<file path="src/assert_macros.svh">
// Assertion macros used by the tracker top level.
`ifndef ASSERT_MACROS_SVH
`define ASSERT_MACROS_SVH
`ifndef SYNTHESIS
`define ASSERT_IMPLIES(label, clk, rst_n, ante, cons) \
    label: assert property (@(posedge clk) disable iff (!rst_n) (ante) |-> (cons)) \
        else $error("implication check failed");
`define ASSERT_NEXT(label, clk, rst_n, ante, cons) \
    label: assert property (@(posedge clk) disable iff (!rst_n) (ante) |=> (cons)) \
        else $error("next-cycle check failed");
`else
`define ASSERT_IMPLIES(label, clk, rst_n, ante, cons)
`define ASSERT_NEXT(label, clk, rst_n, ante, cons)
`endif
`endif

</file>
<file path="src/srbt_pkg.sv">
// Types and constants shared by the retry and backoff tracker modules.
package srbt_pkg;

    localparam int SLOT_W      = 3;
    localparam int OUTCOME_W   = 2;
    localparam int TIME_BITS   = 48;
    localparam int INTERVAL_W  = 27;
    localparam int DELAY_W     = INTERVAL_W;
    localparam int CNT_W       = 8;
    localparam int BASE_W      = 16;
    localparam int CAP_W       = 24;
    localparam int SOFT_CAP_W  = 16;
    localparam int CFG_IDX_W   = 3;
    localparam int CFG_DATA_W  = 24;
    localparam int MAX_SHIFT   = 16;
    localparam int SHIFT_W     = 5;
    localparam int SHIFTED_W   = BASE_W + MAX_SHIFT;
    localparam int QUEUE_DEPTH = 2;

    localparam logic OP_REPORT = 1'b0;
    localparam logic OP_REARM  = 1'b1;

    localparam logic [OUTCOME_W-1:0] OUTC_SUCCESS = 2'd0;
    localparam logic [OUTCOME_W-1:0] OUTC_ABSENT  = 2'd1;

    localparam logic [CFG_IDX_W-1:0] CFG_SOFT_FAIL_LIMIT = 3'd0;
    localparam logic [CFG_IDX_W-1:0] CFG_STOP_LIMIT      = 3'd1;
    localparam logic [CFG_IDX_W-1:0] CFG_BACKOFF_BASE    = 3'd2;
    localparam logic [CFG_IDX_W-1:0] CFG_BACKOFF_CAP     = 3'd3;
    localparam logic [CFG_IDX_W-1:0] CFG_SOFT_RETRY_CAP  = 3'd4;

    localparam logic [CNT_W-1:0]      RST_SOFT_FAIL_LIMIT = 8'd3;
    localparam logic [CNT_W-1:0]      RST_STOP_LIMIT      = 8'd16;
    localparam logic [BASE_W-1:0]     RST_BACKOFF_BASE    = 16'd1000;
    localparam logic [CAP_W-1:0]      RST_BACKOFF_CAP     = 24'd300000;
    localparam logic [SOFT_CAP_W-1:0] RST_SOFT_RETRY_CAP  = 16'd5000;

    typedef enum logic [2:0] {
        ST_CONFIGURED  = 3'd0,
        ST_INITIALIZED = 3'd1,
        ST_POLLING     = 3'd2,
        ST_ABSENT      = 3'd3,
        ST_ERROR       = 3'd4,
        ST_FAILED      = 3'd5
    } run_state_t;

    typedef enum logic [2:0] {
        KIND_REARM,
        KIND_SUCCESS,
        KIND_FAIL_ABSENT,
        KIND_FAIL_OTHER,
        KIND_IGNORE
    } kind_t;

    typedef enum logic {
        BK_CALC,
        BK_WRITE
    } back_state_t;

    typedef struct packed {
        logic [CNT_W-1:0]      soft_fail_limit;
        logic [CNT_W-1:0]      stop_limit;
        logic [BASE_W-1:0]     backoff_base;
        logic [CAP_W-1:0]      backoff_cap;
        logic [SOFT_CAP_W-1:0] soft_retry_cap;
    } cfg_t;

    typedef struct packed {
        kind_t                 kind;
        logic [SLOT_W-1:0]     slot;
        logic [TIME_BITS-1:0]  now;
        logic [INTERVAL_W-1:0] interval;
    } cmd_t;

    typedef struct packed {
        logic [SLOT_W-1:0]    slot;
        run_state_t           run_state;
        logic                 next_is_init;
        logic [TIME_BITS-1:0] next_action;
        logic [TIME_BITS-1:0] next_retry;
        logic [CNT_W-1:0]     failure_count;
    } res_t;

endpackage

</file>
<file path="src/srbt_fifo.sv">
// Small register queue used between the front and back parts and at the result side.
module srbt_fifo #(
    parameter int WIDTH = 8,
    parameter int DEPTH = 2
) (
    input  logic             clk,
    input  logic             rst_n,
    input  logic             push,
    input  logic [WIDTH-1:0] wdata,
    output logic             full,
    input  logic             pop,
    output logic [WIDTH-1:0] rdata,
    output logic             empty
);
    localparam int PTR_W   = (DEPTH > 1) ? $clog2(DEPTH) : 1;
    localparam int COUNT_W = $clog2(DEPTH + 1);

    logic [WIDTH-1:0]   mem [DEPTH];
    logic [PTR_W-1:0]   wr_ptr_reg, wr_ptr_next;
    logic [PTR_W-1:0]   rd_ptr_reg, rd_ptr_next;
    logic [COUNT_W-1:0] count_reg, count_next;
    logic               do_push;
    logic               do_pop;

    assign full    = (count_reg == COUNT_W'(DEPTH));
    assign empty   = (count_reg == '0);
    assign do_push = push && !full;
    assign do_pop  = pop && !empty;
    assign rdata   = mem[rd_ptr_reg];

    always_comb
    begin
        wr_ptr_next = wr_ptr_reg;
        rd_ptr_next = rd_ptr_reg;
        count_next  = count_reg;
        if (do_push)
        begin
            wr_ptr_next = (wr_ptr_reg == PTR_W'(DEPTH - 1)) ? '0 : wr_ptr_reg + 1'b1;
        end
        if (do_pop)
        begin
            rd_ptr_next = (rd_ptr_reg == PTR_W'(DEPTH - 1)) ? '0 : rd_ptr_reg + 1'b1;
        end
        if (do_push && !do_pop)
        begin
            count_next = count_reg + 1'b1;
        end
        else if (do_pop && !do_push)
        begin
            count_next = count_reg - 1'b1;
        end
    end

    always_ff @(posedge clk or negedge rst_n)
    begin
        if (!rst_n)
        begin
            wr_ptr_reg <= '0;
            rd_ptr_reg <= '0;
            count_reg  <= '0;
        end
        else
        begin
            wr_ptr_reg <= wr_ptr_next;
            rd_ptr_reg <= rd_ptr_next;
            count_reg  <= count_next;
        end
    end

    always_ff @(posedge clk)
    begin
        if (do_push)
        begin
            mem[wr_ptr_reg] <= wdata;
        end
    end

endmodule

</file>
<file path="src/srbt_front.sv">
// Front part: decodes and classifies an incoming item into a queued command.
module srbt_front #(
    parameter int NUM_SLOTS = 8
) (
    input  logic                              op,
    input  logic [srbt_pkg::SLOT_W-1:0]       slot,
    input  logic [srbt_pkg::OUTCOME_W-1:0]    outcome,
    input  logic [srbt_pkg::TIME_BITS-1:0]    now_ms,
    input  logic [srbt_pkg::INTERVAL_W-1:0]   poll_period_ms,
    output srbt_pkg::cmd_t                    cmd
);
    import srbt_pkg::*;

    localparam logic [31:0] NUM_SLOTS_U = 32'(NUM_SLOTS);

    logic in_range;

    assign in_range = ({{(32 - SLOT_W){1'b0}}, slot} < NUM_SLOTS_U);

    always_comb
    begin
        cmd.slot     = slot;
        cmd.now      = now_ms;
        cmd.interval = poll_period_ms;
        if (!in_range)
        begin
            cmd.kind = KIND_IGNORE;
        end
        else if (op == OP_REARM)
        begin
            cmd.kind = KIND_REARM;
        end
        else if (outcome == OUTC_SUCCESS)
        begin
            cmd.kind = KIND_SUCCESS;
        end
        else if (outcome == OUTC_ABSENT)
        begin
            cmd.kind = KIND_FAIL_ABSENT;
        end
        else
        begin
            // Any other code, including the unused one, counts as an other failure.
            cmd.kind = KIND_FAIL_OTHER;
        end
    end

endmodule

</file>
<file path="src/srbt_back.sv">
// Back part: holds the slot table and carries out one command in two steps.
module srbt_back #(
    parameter int NUM_SLOTS   = 8,
    parameter int SHIFT_LIMIT = 8
) (
    input  logic           clk,
    input  logic           rst_n,
    input  srbt_pkg::cfg_t cfg,
    input  srbt_pkg::cmd_t cmd,
    input  logic           cmd_empty,
    output logic           cmd_pop,
    output srbt_pkg::res_t res,
    input  logic           res_full,
    output logic           res_push
);
    import srbt_pkg::*;

    localparam int IDX_W = (NUM_SLOTS > 1) ? $clog2(NUM_SLOTS) : 1;

    // Slot table.
    logic                 ready_reg [NUM_SLOTS];
    logic [CNT_W-1:0]     pfr_reg   [NUM_SLOTS];
    logic [CNT_W-1:0]     ft_reg    [NUM_SLOTS];
    run_state_t           st_reg    [NUM_SLOTS];
    logic [TIME_BITS-1:0] due_reg   [NUM_SLOTS];

    back_state_t state_reg, state_next;

    // Registers between the decision step and the write step.
    logic [IDX_W-1:0]     idx_s_reg;
    logic [SLOT_W-1:0]    slot_s_reg;
    logic                 wr_s_reg;
    logic                 ignore_s_reg;
    logic                 rm_s_reg;
    logic [CNT_W-1:0]     pfr_s_reg;
    logic [CNT_W-1:0]     ft_s_reg;
    run_state_t           st_s_reg;
    logic                 sat_s_reg;
    logic [TIME_BITS-1:0] base_s_reg;
    logic [DELAY_W-1:0]   delay_s_reg;
    logic                 retry_s_reg;

    logic                 rm_next;
    logic [CNT_W-1:0]     pfr_next;
    logic [CNT_W-1:0]     ft_next;
    run_state_t           st_next;
    logic                 sat_next;
    logic [TIME_BITS-1:0] base_next;
    logic [DELAY_W-1:0]   delay_next;
    logic                 retry_next;
    logic                 wr_next;
    logic                 ignore_next;

    logic [IDX_W+SLOT_W-1:0] slot_ext;
    logic [IDX_W-1:0]        idx;
    logic                    rm_cur;
    logic [CNT_W-1:0]        pfr_cur;
    logic [CNT_W-1:0]        ft_cur;
    run_state_t              st_cur;
    logic [TIME_BITS-1:0]    due_cur;
    logic                    was_init;
    logic [CNT_W-1:0]        ft_inc;
    logic [CNT_W-1:0]        pfr_inc;
    logic                    soft_retry;
    logic                    hard_stop;
    logic [CNT_W-1:0]        shift_full;
    logic [SHIFT_W-1:0]      shift_amt;
    logic [SHIFTED_W-1:0]    shifted;
    logic [CAP_W-1:0]        backoff;
    logic [DELAY_W-1:0]      soft_delay;
    logic [TIME_BITS:0]      due_sum;
    logic [TIME_BITS-1:0]    due_new;
    logic                    stage_load;
    logic                    tbl_we;

    assign slot_ext = {{IDX_W{1'b0}}, cmd.slot};
    assign idx      = slot_ext[IDX_W-1:0];
    assign rm_cur   = ready_reg[idx];
    assign pfr_cur  = pfr_reg[idx];
    assign ft_cur   = ft_reg[idx];
    assign st_cur   = st_reg[idx];
    assign due_cur  = due_reg[idx];
    assign was_init = !rm_cur;

    assign ft_inc     = (ft_cur == '1) ? ft_cur : ft_cur + 1'b1;
    assign pfr_inc    = was_init ? pfr_cur : ((pfr_cur == '1) ? pfr_cur : pfr_cur + 1'b1);
    assign soft_retry = !was_init && (pfr_inc < cfg.soft_fail_limit);
    assign hard_stop  = (ft_inc >= cfg.stop_limit);

    // Backoff exponent is the failure count before this one, capped at SHIFT_LIMIT.
    assign shift_full = ft_inc - 1'b1;
    assign shift_amt  = (shift_full < CNT_W'(SHIFT_LIMIT)) ? shift_full[SHIFT_W-1:0]
                                                           : SHIFT_W'(SHIFT_LIMIT);
    assign shifted    = {{(SHIFTED_W - BASE_W){1'b0}}, cfg.backoff_base} << shift_amt;
    assign backoff    = (shifted < {{(SHIFTED_W - CAP_W){1'b0}}, cfg.backoff_cap})
                        ? shifted[CAP_W-1:0] : cfg.backoff_cap;
    assign soft_delay = (cmd.interval < {{(DELAY_W - SOFT_CAP_W){1'b0}}, cfg.soft_retry_cap})
                        ? cmd.interval : {{(DELAY_W - SOFT_CAP_W){1'b0}}, cfg.soft_retry_cap};

    always_comb
    begin
        rm_next     = rm_cur;
        pfr_next    = pfr_cur;
        ft_next     = ft_cur;
        st_next     = st_cur;
        sat_next    = 1'b0;
        base_next   = due_cur;
        delay_next  = '0;
        retry_next  = 1'b0;
        wr_next     = 1'b0;
        ignore_next = 1'b0;
        case (cmd.kind)
            KIND_IGNORE:
            begin
                ignore_next = 1'b1;
            end
            KIND_REARM:
            begin
                wr_next   = 1'b1;
                rm_next   = 1'b0;
                pfr_next  = '0;
                ft_next   = '0;
                st_next   = ST_CONFIGURED;
                base_next = cmd.now;
            end
            KIND_SUCCESS:
            begin
                if (st_cur != ST_FAILED)
                begin
                    wr_next    = 1'b1;
                    rm_next    = 1'b1;
                    pfr_next   = '0;
                    st_next    = was_init ? ST_INITIALIZED : ST_POLLING;
                    ft_next    = was_init ? ft_cur : '0;
                    base_next  = cmd.now;
                    delay_next = was_init ? '0 : cmd.interval;
                end
            end
            KIND_FAIL_ABSENT, KIND_FAIL_OTHER:
            begin
                if (st_cur != ST_FAILED)
                begin
                    wr_next = 1'b1;
                    st_next = (cmd.kind == KIND_FAIL_ABSENT) ? ST_ABSENT : ST_ERROR;
                    ft_next = ft_inc;
                    if (soft_retry)
                    begin
                        rm_next    = 1'b1;
                        pfr_next   = pfr_inc;
                        base_next  = cmd.now;
                        delay_next = soft_delay;
                        retry_next = 1'b1;
                    end
                    else
                    begin
                        rm_next  = 1'b0;
                        pfr_next = '0;
                        if (hard_stop)
                        begin
                            st_next  = ST_FAILED;
                            sat_next = 1'b1;
                        end
                        else
                        begin
                            base_next  = cmd.now;
                            delay_next = {{(DELAY_W - CAP_W){1'b0}}, backoff};
                            retry_next = 1'b1;
                        end
                    end
                end
            end
            default:
            begin
                ignore_next = 1'b1;
            end
        endcase
    end

    // Time sums saturate at all ones.
    assign due_sum = {1'b0, base_s_reg} + {{(TIME_BITS + 1 - DELAY_W){1'b0}}, delay_s_reg};
    assign due_new = (sat_s_reg || due_sum[TIME_BITS]) ? '1 : due_sum[TIME_BITS-1:0];

    always_comb
    begin
        res.slot = slot_s_reg;
        if (ignore_s_reg)
        begin
            res.run_state     = ST_CONFIGURED;
            res.next_is_init  = 1'b0;
            res.next_action   = '0;
            res.next_retry    = '0;
            res.failure_count = '0;
        end
        else
        begin
            res.run_state     = st_s_reg;
            res.next_is_init  = !rm_s_reg;
            res.next_action   = due_new;
            res.next_retry    = retry_s_reg ? due_new : '0;
            res.failure_count = ft_s_reg;
        end
    end

    always_comb
    begin
        state_next = state_reg;
        cmd_pop    = 1'b0;
        res_push   = 1'b0;
        case (state_reg)
            BK_CALC:
            begin
                if (!cmd_empty)
                begin
                    cmd_pop    = 1'b1;
                    state_next = BK_WRITE;
                end
            end
            BK_WRITE:
            begin
                if (!res_full)
                begin
                    res_push   = 1'b1;
                    state_next = BK_CALC;
                end
            end
            default:
            begin
                state_next = BK_CALC;
            end
        endcase
    end

    assign stage_load = cmd_pop;
    assign tbl_we     = res_push && wr_s_reg;

    always_ff @(posedge clk or negedge rst_n)
    begin
        if (!rst_n)
        begin
            state_reg <= BK_CALC;
        end
        else
        begin
            state_reg <= state_next;
        end
    end

    always_ff @(posedge clk)
    begin
        if (stage_load)
        begin
            idx_s_reg    <= idx;
            slot_s_reg   <= cmd.slot;
            wr_s_reg     <= wr_next;
            ignore_s_reg <= ignore_next;
            rm_s_reg     <= rm_next;
            pfr_s_reg    <= pfr_next;
            ft_s_reg     <= ft_next;
            st_s_reg     <= st_next;
            sat_s_reg    <= sat_next;
            base_s_reg   <= base_next;
            delay_s_reg  <= delay_next;
            retry_s_reg  <= retry_next;
        end
    end

    always_ff @(posedge clk or negedge rst_n)
    begin
        if (!rst_n)
        begin
            for (int i = 0; i < NUM_SLOTS; i++)
            begin
                ready_reg[i] <= 1'b0;
                pfr_reg[i]   <= '0;
                ft_reg[i]    <= '0;
                st_reg[i]    <= ST_CONFIGURED;
                due_reg[i]   <= '0;
            end
        end
        else if (tbl_we)
        begin
            ready_reg[idx_s_reg] <= rm_s_reg;
            pfr_reg[idx_s_reg]   <= pfr_s_reg;
            ft_reg[idx_s_reg]    <= ft_s_reg;
            st_reg[idx_s_reg]    <= st_s_reg;
            due_reg[idx_s_reg]   <= due_new;
        end
    end

endmodule

</file>
<file path="src/sensor_retry_backoff_tracker.sv">
// Top level of the per-slot sensor retry and backoff tracker.
// Input items enter through push/full: an item is taken when push is high and full is low.
// Each item re-arms a slot or reports the outcome of its last operation and yields
// exactly one result item, delivered in order through empty/pop.
// A result becomes visible (empty low) after its item passes the command queue, the back
// part's stage registers and the result queue. The back part works on one item at a time:
// it reads the slot table and decides, then adds the next action time and writes the table.
// A two-entry queue between the front and back parts absorbs short bursts.
// If the receiver stops popping, the two-entry result queue fills, the back part holds
// its finished item, and full rises once the command queue is full as well.
// Configuration registers are written through cfg_valid/cfg_ready/cfg_index/cfg_data,
// always ready, and should only be written while the block is idle.
// Reset clears every slot to configured with zero counts and due time, loads the
// register defaults, and empties both queues; the block takes items at once.
`include "assert_macros.svh"

module sensor_retry_backoff_tracker #(
    parameter int NUM_SLOTS   = 8,
    parameter int SHIFT_LIMIT = 8
) (
    input  logic                              clk,
    input  logic                              rst_n,
    input  logic                              push,
    output logic                              full,
    input  logic                              op,
    input  logic [srbt_pkg::SLOT_W-1:0]       slot,
    input  logic [srbt_pkg::OUTCOME_W-1:0]    outcome,
    input  logic [srbt_pkg::TIME_BITS-1:0]    now_ms,
    input  logic [srbt_pkg::INTERVAL_W-1:0]   poll_period_ms,
    output logic                              empty,
    input  logic                              pop,
    output logic [srbt_pkg::SLOT_W-1:0]       slot_out,
    output logic [2:0]                        run_state,
    output logic                              next_is_init,
    output logic [srbt_pkg::TIME_BITS-1:0]    next_action_ms,
    output logic [srbt_pkg::TIME_BITS-1:0]    retry_at_ms,
    output logic [srbt_pkg::CNT_W-1:0]        failure_count,
    input  logic                              cfg_valid,
    output logic                              cfg_ready,
    input  logic [srbt_pkg::CFG_IDX_W-1:0]    cfg_index,
    input  logic [srbt_pkg::CFG_DATA_W-1:0]   cfg_data
);
    import srbt_pkg::*;

    localparam int CMD_W = $bits(cmd_t);
    localparam int RES_W = $bits(res_t);

    cfg_t             cfg_reg;
    cmd_t             front_cmd;
    logic [CMD_W-1:0] mid_rdata;
    logic             cmd_empty;
    logic             cmd_pop;
    res_t             back_res;
    logic [RES_W-1:0] out_rdata;
    res_t             out_res;
    logic             res_full;
    logic             res_push;
    logic             failed_parked;

    assign cfg_ready = 1'b1;

    always_ff @(posedge clk or negedge rst_n)
    begin
        if (!rst_n)
        begin
            cfg_reg.soft_fail_limit <= RST_SOFT_FAIL_LIMIT;
            cfg_reg.stop_limit      <= RST_STOP_LIMIT;
            cfg_reg.backoff_base    <= RST_BACKOFF_BASE;
            cfg_reg.backoff_cap     <= RST_BACKOFF_CAP;
            cfg_reg.soft_retry_cap  <= RST_SOFT_RETRY_CAP;
        end
        else if (cfg_valid && cfg_ready)
        begin
            case (cfg_index)
                CFG_SOFT_FAIL_LIMIT: cfg_reg.soft_fail_limit <= cfg_data[CNT_W-1:0];
                CFG_STOP_LIMIT:      cfg_reg.stop_limit      <= cfg_data[CNT_W-1:0];
                CFG_BACKOFF_BASE:    cfg_reg.backoff_base    <= cfg_data[BASE_W-1:0];
                CFG_BACKOFF_CAP:     cfg_reg.backoff_cap     <= cfg_data[CAP_W-1:0];
                CFG_SOFT_RETRY_CAP:  cfg_reg.soft_retry_cap  <= cfg_data[SOFT_CAP_W-1:0];
                default:
                begin
                end
            endcase
        end
    end

    srbt_front #(
        .NUM_SLOTS (NUM_SLOTS)
    ) u_front (
        .op             (op),
        .slot           (slot),
        .outcome        (outcome),
        .now_ms         (now_ms),
        .poll_period_ms (poll_period_ms),
        .cmd            (front_cmd)
    );

    srbt_fifo #(
        .WIDTH (CMD_W),
        .DEPTH (QUEUE_DEPTH)
    ) u_cmd_queue (
        .clk   (clk),
        .rst_n (rst_n),
        .push  (push),
        .wdata (front_cmd),
        .full  (full),
        .pop   (cmd_pop),
        .rdata (mid_rdata),
        .empty (cmd_empty)
    );

    srbt_back #(
        .NUM_SLOTS   (NUM_SLOTS),
        .SHIFT_LIMIT (SHIFT_LIMIT)
    ) u_back (
        .clk       (clk),
        .rst_n     (rst_n),
        .cfg       (cfg_reg),
        .cmd       (cmd_t'(mid_rdata)),
        .cmd_empty (cmd_empty),
        .cmd_pop   (cmd_pop),
        .res       (back_res),
        .res_full  (res_full),
        .res_push  (res_push)
    );

    srbt_fifo #(
        .WIDTH (RES_W),
        .DEPTH (QUEUE_DEPTH)
    ) u_res_queue (
        .clk   (clk),
        .rst_n (rst_n),
        .push  (res_push),
        .wdata (back_res),
        .full  (res_full),
        .pop   (pop),
        .rdata (out_rdata),
        .empty (empty)
    );

    assign out_res        = res_t'(out_rdata);
    assign slot_out       = out_res.slot;
    assign run_state      = out_res.run_state;
    assign next_is_init   = out_res.next_is_init;
    assign next_action_ms = out_res.next_action;
    assign retry_at_ms    = out_res.next_retry;
    assign failure_count  = out_res.failure_count;

    // A failed slot waits forever for a re-arm.
    assign failed_parked = (next_action_ms == '1) && (retry_at_ms == '0) && next_is_init;

    `ASSERT_IMPLIES(a_res_push_has_room, clk, rst_n, res_push, !res_full)
    `ASSERT_IMPLIES(a_cmd_pop_has_item, clk, rst_n, cmd_pop, !cmd_empty)
    `ASSERT_NEXT(a_res_push_spacing, clk, rst_n, res_push, !res_push)
    `ASSERT_IMPLIES(a_failed_slot_parked, clk, rst_n, !empty && run_state == ST_FAILED, failed_parked)

endmodule

</file>
<file path="config.mk">
export PLATFORM = sky130hd
export DESIGN_NAME = sensor_retry_backoff_tracker
export DESIGN_NICKNAME = d
export VERILOG_FILES = /design/src/srbt_pkg.sv /design/src/srbt_fifo.sv /design/src/srbt_front.sv /design/src/srbt_back.sv /design/src/sensor_retry_backoff_tracker.sv
export VERILOG_INCLUDE_DIRS = /design/src /design/src/src
export SDC_FILE = /design/constraint.sdc
export NUM_CORES = 2
export LEC_CHECK = 0
export BUFFER_PORTS_ARGS = -buffer_cell sky130_fd_sc_hd__buf_2
export CORE_MARGIN = 1.5
export CORE_UTILIZATION = 55
export DETAILED_ROUTE_END_ITERATION = 10
export GPL_ROUTABILITY_DRIVEN = 0
export PLACE_DENSITY_LB_ADDON = 0.15
export SYNTH_ARGS = -nofsm -noshare
export SYNTH_HDL_FRONTEND = slang
export SYNTH_HIERARCHICAL = 1
export SYNTH_SLANG_ARGS = --single-unit
</file>
<file path="constraint.sdc">
create_clock -name clk -period 7.9 [get_ports clk]
set_clock_uncertainty 0.2 [all_clocks]
set_input_delay 0.395 -clock clk [delete_from_list [all_inputs] [get_ports clk]]
set_output_delay 0.395 -clock clk [all_outputs]
set_load 0.02 [all_outputs]
</file>
# Word level (Yosys, flattened, before mapping)

Memories as Yosys holds them, arrays and structs flattened.
Cells that the tools add are included.

Memories kept: 2
Bits in registers: 727
Word-level logic and storage cells: 236
Bits of input ports: 113
Memory bits (writable): 384
Output and inout bits: 114

Muxes and demuxes: 94
$add $sub $neg: 12
Magnitude comparators: 8
Reductions and logical operators: 38
Eq/ne operators: 13
Shifts and indexed selects: 1
Bitwise logic cells: 5

Memories:

| memory          | depth | width | read ports | clocked after memory_dff | wr ports | line            | text |
|---|---|---|---|---|---|---|---|
| u_res_queue.mem | 2     | 111   | 1          | 0                        | 1        | srbt_fifo.sv:18 | `logic [WIDTH-1:0] mem [DEPTH];` |
| u_cmd_queue.mem | 2     | 81    | 1          | 0                        | 1        | srbt_fifo.sv:18 |  |

Operators with widths:

| operator                                             | number |
|---|---|
| 2-to-1 mux 48 bit                                    | 9 |
| bitwise mux 384 bit                                  | 1 |
| binary-select mux 48 bit (select 3 bit)              | 1 |
| demux 48 bit (select 3 bit)                          | 1 |
| one-hot mux 48 bit (3 select lines)                  | 1 |
| 2-to-1 mux 27 bit                                    | 5 |
| bitwise mux 64 bit                                   | 2 |
| 2-to-1 mux 8 bit                                     | 14 |
| 2-to-1 mux 108 bit                                   | 1 |
| one-hot mux 27 bit (2 select lines)                  | 1 |
| adder 48 x 27 -> 49 bit                              | 1 |
| binary-select mux 8 bit (select 3 bit)               | 2 |
| 2-to-1 mux 24 bit                                    | 2 |
| one-hot mux 8 bit (3 select lines)                   | 2 |
| < comparator 32 x 24 -> 1 bit                        | 1 |
| << shifter 16 x 5 -> 32 bit                          | 1 |
| < comparator 27 x 16 -> 1 bit                        | 1 |
| 2-to-1 mux 3 bit                                     | 9 |
| 2-to-1 mux 1 bit                                     | 25 |
| bitwise mux 24 bit                                   | 1 |
| demux 8 bit (select 3 bit)                           | 1 |
| adder 8 x 1 -> 8 bit (second input constant)         | 2 |
| equality test 8 bit (second input constant)          | 2 |
| equality test 3 x 2 -> 1 bit (second input constant) | 4 |
| 36 further kinds                                     | 81 |

# Depth between registers and ports, before layout

An unclocked memory read counts as a cell.

Word-level depth: 17
Gate-level depth with buffers: 40
Gate-level depth less buffers: 33

# Hierarchy

Netlist, hierarchy kept.

By module, submodules not included:

| module                       | area each (µm²) | seq. area each (µm²) | instances | cells each |
|---|---|---|---|---|
| srbt_back                    | 33722.3         | 16701.0              | 1         | 3503 |
| srbt_fifo at u_res_queue     | 8225.4          | 6766.5               | 1         | 364 |
| srbt_fifo at u_cmd_queue     | 6441.2          | 4964.8               | 1         | 271 |
| sensor_retry_backoff_tracker | 2772.7          | 1829.3               | 1         | 158 |
| srbt_front                   | 616.8           | 0.0                  | 1         | 84 |

# Worst setup path after synthesis

No wires, ideal clock.

Kind: register to register
Start point: reg u_cmd_queue.rd_ptr_reg
End point: reg u_back.delay_s_reg[7], data pin
Stages on the path, launching flop included: 40
Buffers on the path: 7
Required time: 7429 ps
Library setup time: 271 ps
Data arrival time: 8196 ps
Path slack: -768 ps
Cells stage by stage: dfrtp_1 > buf_6 > buf_12 > mux2_4 > buf_4 > mux4_2 > mux2i_1 > inv_1 > ha_1 > nand2b_1 > a2111oi_0 > a2111o_1 > and3_1 > or2_2 > buf_2 > inv_2 > buf_2 > ha_1 > [... 4 more ...] > buf_4 > nand2_1 > mux2i_1 > o21ai_0 > a21boi_0 > mux2_2 > ha_1 > a21o_1 > a21o_1 > a21o_1 > a211o_1 > a21oi_1 > o21ai_0 > a31oi_1 > nor2_2 > buf_4 > a222oi_1 > o21ai_0

Cells in the longest elaborated chain, start to end: 17
Elaborated cells on any way between the ends: 43
Classes of those cells: add/sub: 3; order compare: 5; eq/ne: 6; shift: 1; mux: 24; bitwise: 1; reduce/logical: 2; memory: 1

RTL lines:

| item                                                        | line                               | text |
|---|---|---|
| start: declaration                                          | srbt_fifo.sv:20                    | `logic [PTR_W-1:0] rd_ptr_reg, rd_ptr_next;` |
| start signal: assignment                                    | srbt_fifo.sv:65                    | `rd_ptr_reg <= rd_ptr_next;` |
| memory (2 x 81 bit) *                                       | -                                  |  |
| via mid_rdata[76]                                           | sensor_retry_backoff_tracker.sv:50 | `logic [CMD_W-1:0] mid_rdata;` |
| NOT 3 -> 4 bit (implied by the code) *                      | -                                  |  |
| binary-select mux 8 bit (select 3 bit)                      | srbt_back.sv:80                    | `assign ft_cur = ft_reg[idx];` |
| 2-to-1 mux 8 bit (implied by the code) (2 in series)        | srbt_back.sv:80                    |  |
| adder 8 x 1 -> 8 bit or equality test 8 bit (tied branches) | srbt_back.sv:85                    | `assign ft_inc = (ft_cur == '1) ? ft_cur : ft_cur + 1'b1;` |
| 2-to-1 mux 8 bit                                            | srbt_back.sv:85                    |  |
| subtractor 8 x 1 -> 8 bit                                   | srbt_back.sv:91                    | `assign shift_full = ft_inc - 1'b1;` |
| < comparator 8 x 4 -> 1 bit                                 | srbt_back.sv:92                    | `assign shift_amt = (shift_full < CNT_W'(SHIFT_LIMIT)) ? shift_full[SHIFT_W-1:0]` |
| 2-to-1 mux 5 bit                                            | srbt_back.sv:92                    |  |
| << shifter 16 x 5 -> 32 bit                                 | srbt_back.sv:94                    | `assign shifted = {{(SHIFTED_W - BASE_W){1'b0}}, cfg.backoff_base} << shift_amt;` |
| < comparator 32 x 24 -> 1 bit                               | srbt_back.sv:95                    | `assign backoff = (shifted < {{(SHIFTED_W - CAP_W){1'b0}}, cfg.backoff_cap})` |
| 2-to-1 mux 24 bit                                           | srbt_back.sv:96                    | `? shifted[CAP_W-1:0] : cfg.backoff_cap;` |
| 2-to-1 mux 24 bit                                           | srbt_back.sv:158                   | `if (hard_stop)` |
| 2-to-1 mux 27 bit                                           | srbt_back.sv:146                   | `if (soft_retry)` |
| 2-to-1 mux 27 bit                                           | srbt_back.sv:141                   | `if (st_cur != ST_FAILED)` |
| one-hot mux 27 bit (2 select lines) *                       | srbt_back.sv:112                   | `case (cmd.kind)` |
| end signal: assignment                                      | srbt_back.sv:262                   | `delay_s_reg <= delay_next;` |
| end: declaration                                            | srbt_back.sv:40                    | `logic [DELAY_W-1:0] delay_s_reg;` |

The timed path passes the listed nets; every way through them passes the cells marked *. The select of a mux whose other input is x is not followed.
A chain may end at the register's enable or synchronous reset.

# Worst setup path in the final report

Start point: reg u_cmd_queue.rd_ptr_reg
End point: reg u_back.delay_s_reg[13], data pin

The elaborated chain is that of the path after synthesis.

==> out/metrics.cfg <==
[global_routing]
antenna_found_initial=2
grt_pass1_wl_mm=203
grt-ovfl-total=0
grt_usage_pct=27.7
grt_pass1_vias=34428
grt_max_degree=169

[drt]
postRouteAntennaNets=0
drt_iter0_drc=3147
vias=34573
detail_route.wl_per_cell_um=22.0
first_pass_iters=6
avgViaCountPerCell=5.81
drcViolationCount=0
wl_mm=131

[critical_path]
critPathRequiredTime_ps=8160
critPathMaxFanout=5
critPathTopFamily=compound AO/OA/AOI/OAI gates
worstSetupStartpointType=register
critPathKind=reg2reg
critPathBufInv=5
endpoint_kind=register
crit_path_max_incr_delay_ps=510
critPathSlowestCell=dfrtp_4
critPathArrivalTime_ps=8020

[finish]
postLayoutCoreUtil_pct=62.9
drive_gt1_share_pct=21.9
fillCellCount=7406
layout.cells.non_filler=5946
layout_commonest_cell=nand2_1
num_antenna_cells=0
largest_register_ffs=384
layout_common_cells=nand2_1, dfrtp_1, edfxtp_1
areaGrowthSynthToFinish_pct=13.3
stdcell_area_um2=58700
final_nets=4790

[timing]
slew_viol_final=0
clock.fmax_mhz=129
hold_viol=0
fin_crit_sh_pct=98.3
worst_pin_slew_ps=1290
period_needed_ps=7770
rsz0062_at_grt=true
finalWorstSetupSlack_ps=132
report.final.setup_viol=0
max-slew-margin-rel_pct=13.6

[clock_tree]
htree_levels=3
path_clk_slew_ps=60
root_buffer=clkbuf_16
cts_tree=yes
clock_sinks=1111
numCtsBuffers=114
clk_latency_ps=700
clk_path_buf_depth=3

[synth]
synth-seq-area-share_pct=58.4
synth_top_area_share_pct=29.1
syn_area_um2=51800
synth-seq-cells=1111
synthTopCellsByArea=dfrtp_1, edfxtp_1, nand2_1, mux4_2, mux2_2
syn_nets=4577
avgSynthCellArea_um2=11.8
async_reset_ff_share_pct=56.3
dominantRegCellSynth=dfrtp_1
synth_edf_count=486
synth_cell_types=94
syn_inst=4380
post-synth-top-area-cell=dfrtp_1
yosysWarningCount=6

[die]
start_util_pct=55.5
die_area_um2=96000
core.rowCount=112
io_pins=227
die_w_um=310
coreArea_um2=93300
die_h_um=310

[flow_run]
maxCapViolCount=0

[place]
dp_cells=5611
hpwl_mm=83.5
place_ws_ps=-130
port_buffers=225
post_dp_cell_area_um2=53600

[outcome]
outcome=finished, final reports clean

[power_and_ir_drop]
p_leak_nw=25.2
p_per_area_nw_per_um2=501
finalPower_mw=29.4
ir_drop_mv=0.311

[min_path]
hold_class=in2reg

==> what timing repair did <==
item,CTS,global route
gates resized for setup,3,34
setup endpoints to repair,16,24
endpoints found under the hold margin,321,0
buffers inserted,2,9
hold buffers,109,0
pin swaps,1,20
==> worst paths after layout <==
kind                                                        end                          startpoint  slack [ps]  cells after the start
setup / recovery           u_back/delay_s_reg[13]$_SDFFCE_PN0P_  u_cmd_queue/rd_ptr_reg$_DFFE_PN0P_         130                     34
hold / removal                          cfg_reg[68]$_DFFE_PN0P_                        cfg_index[2]          50                      3
setup reg to reg           u_back/delay_s_reg[13]$_SDFFCE_PN0P_  u_cmd_queue/rd_ptr_reg$_DFFE_PN0P_         130                     34
hold reg to reg                  u_back/pfr_reg[46]$_DFFE_PN0P_      u_back/pfr_reg[46]$_DFFE_PN0P_         270                      2
max in group asynchronous         u_back/due_reg[6]$_DFFE_PN0P_                               rst_n        5480                      4
min in group asynchronous        u_back/due_reg[85]$_DFFE_PN0P_                               rst_n         130                      2
==> kinds of logic after synthesis <==
logic type	count (synthesis)	share of synthesized area, %
AOI/OAI and AO/OA	768	8.70
xor gates and xnor gates	41	0.694
adders and majority gates	84	2.04
buffers and inverters	429	4.34
DFF	1111	58.4
muxes	498	14.2
other	2	0.0145
and+or+nand+nor	1447	11.6
==> cells in the mapped netlist (all sizes together) (5+ instances only) <==
library cell / number
a2bb2oi: 9
and2: 15
mux2: 277
a21boi: 10
a21bo: 5
clkbuf: 188
nand3: 41
a21o: 28
dfstp: 22
nand2b: 19
mux4: 137
a222oi: 14
nor3b: 7
inv: 88
a31oi: 20
a21oi: 136
o21a: 13
xor2: 18
a221o: 5
edfxtp: 486
nor2: 260
nand2: 963
ha: 83
and3: 18
nand4: 22
a211oi: 6
nor2b: 30
or3: 15
o21ai: 448
mux2i: 84
o22ai: 11
dfrtp: 603
a31o: 5
a22o: 5
nor4: 10
buf: 152
or2: 6
a2111oi: 7
nor3: 26
nand3b: 6
xnor2: 23
==> worst min-delay path, cell delays in order <==
cell and delay, ps:
buf_2 170, nor4b_4 110, mux2_2 220
==> area by class of cell <==
class	count	area [µm²]	area share (%)
Clock buffer	177	3400	5.79
Clock inverter	38	288	0.490
Inverter	89	344	0.586
Multi-Input combinational cell	2840	19700	33.6
Sequential cell	1111	30300	51.6
Tap cell	1254	1570	2.67
Timing Repair Buffer	437	3110	5.30
==> layer usage <==
metal	vias up	track usage, %	part of all wire (%)
li1	15873	-	-
met3	267	3.93	6.8
met4	0	8.98	2.9
met5	-	0	0
met2	1247	43.9	46
met1	17186	39.7	44
==> stage by stage <==
| step | hold WS (ps) | setup TNS (ps) |
|---|---|---|
| finish | 49.4 | 0 |
| global route | 44.0 | -552 |
| CTS | 17.4 | 0 |
| detailed placement | 258 | -1290 |
| global placement | 253 | -45.9 |
| floorplan | -101 | 0 |
==> where the power goes <==
group	switching [mW]	internal, mW
sequential	1.33	8.99
clock	2.23	3.02
combinational	8.50	5.33
Note: power is estimated with default switching activity, not from simulation.
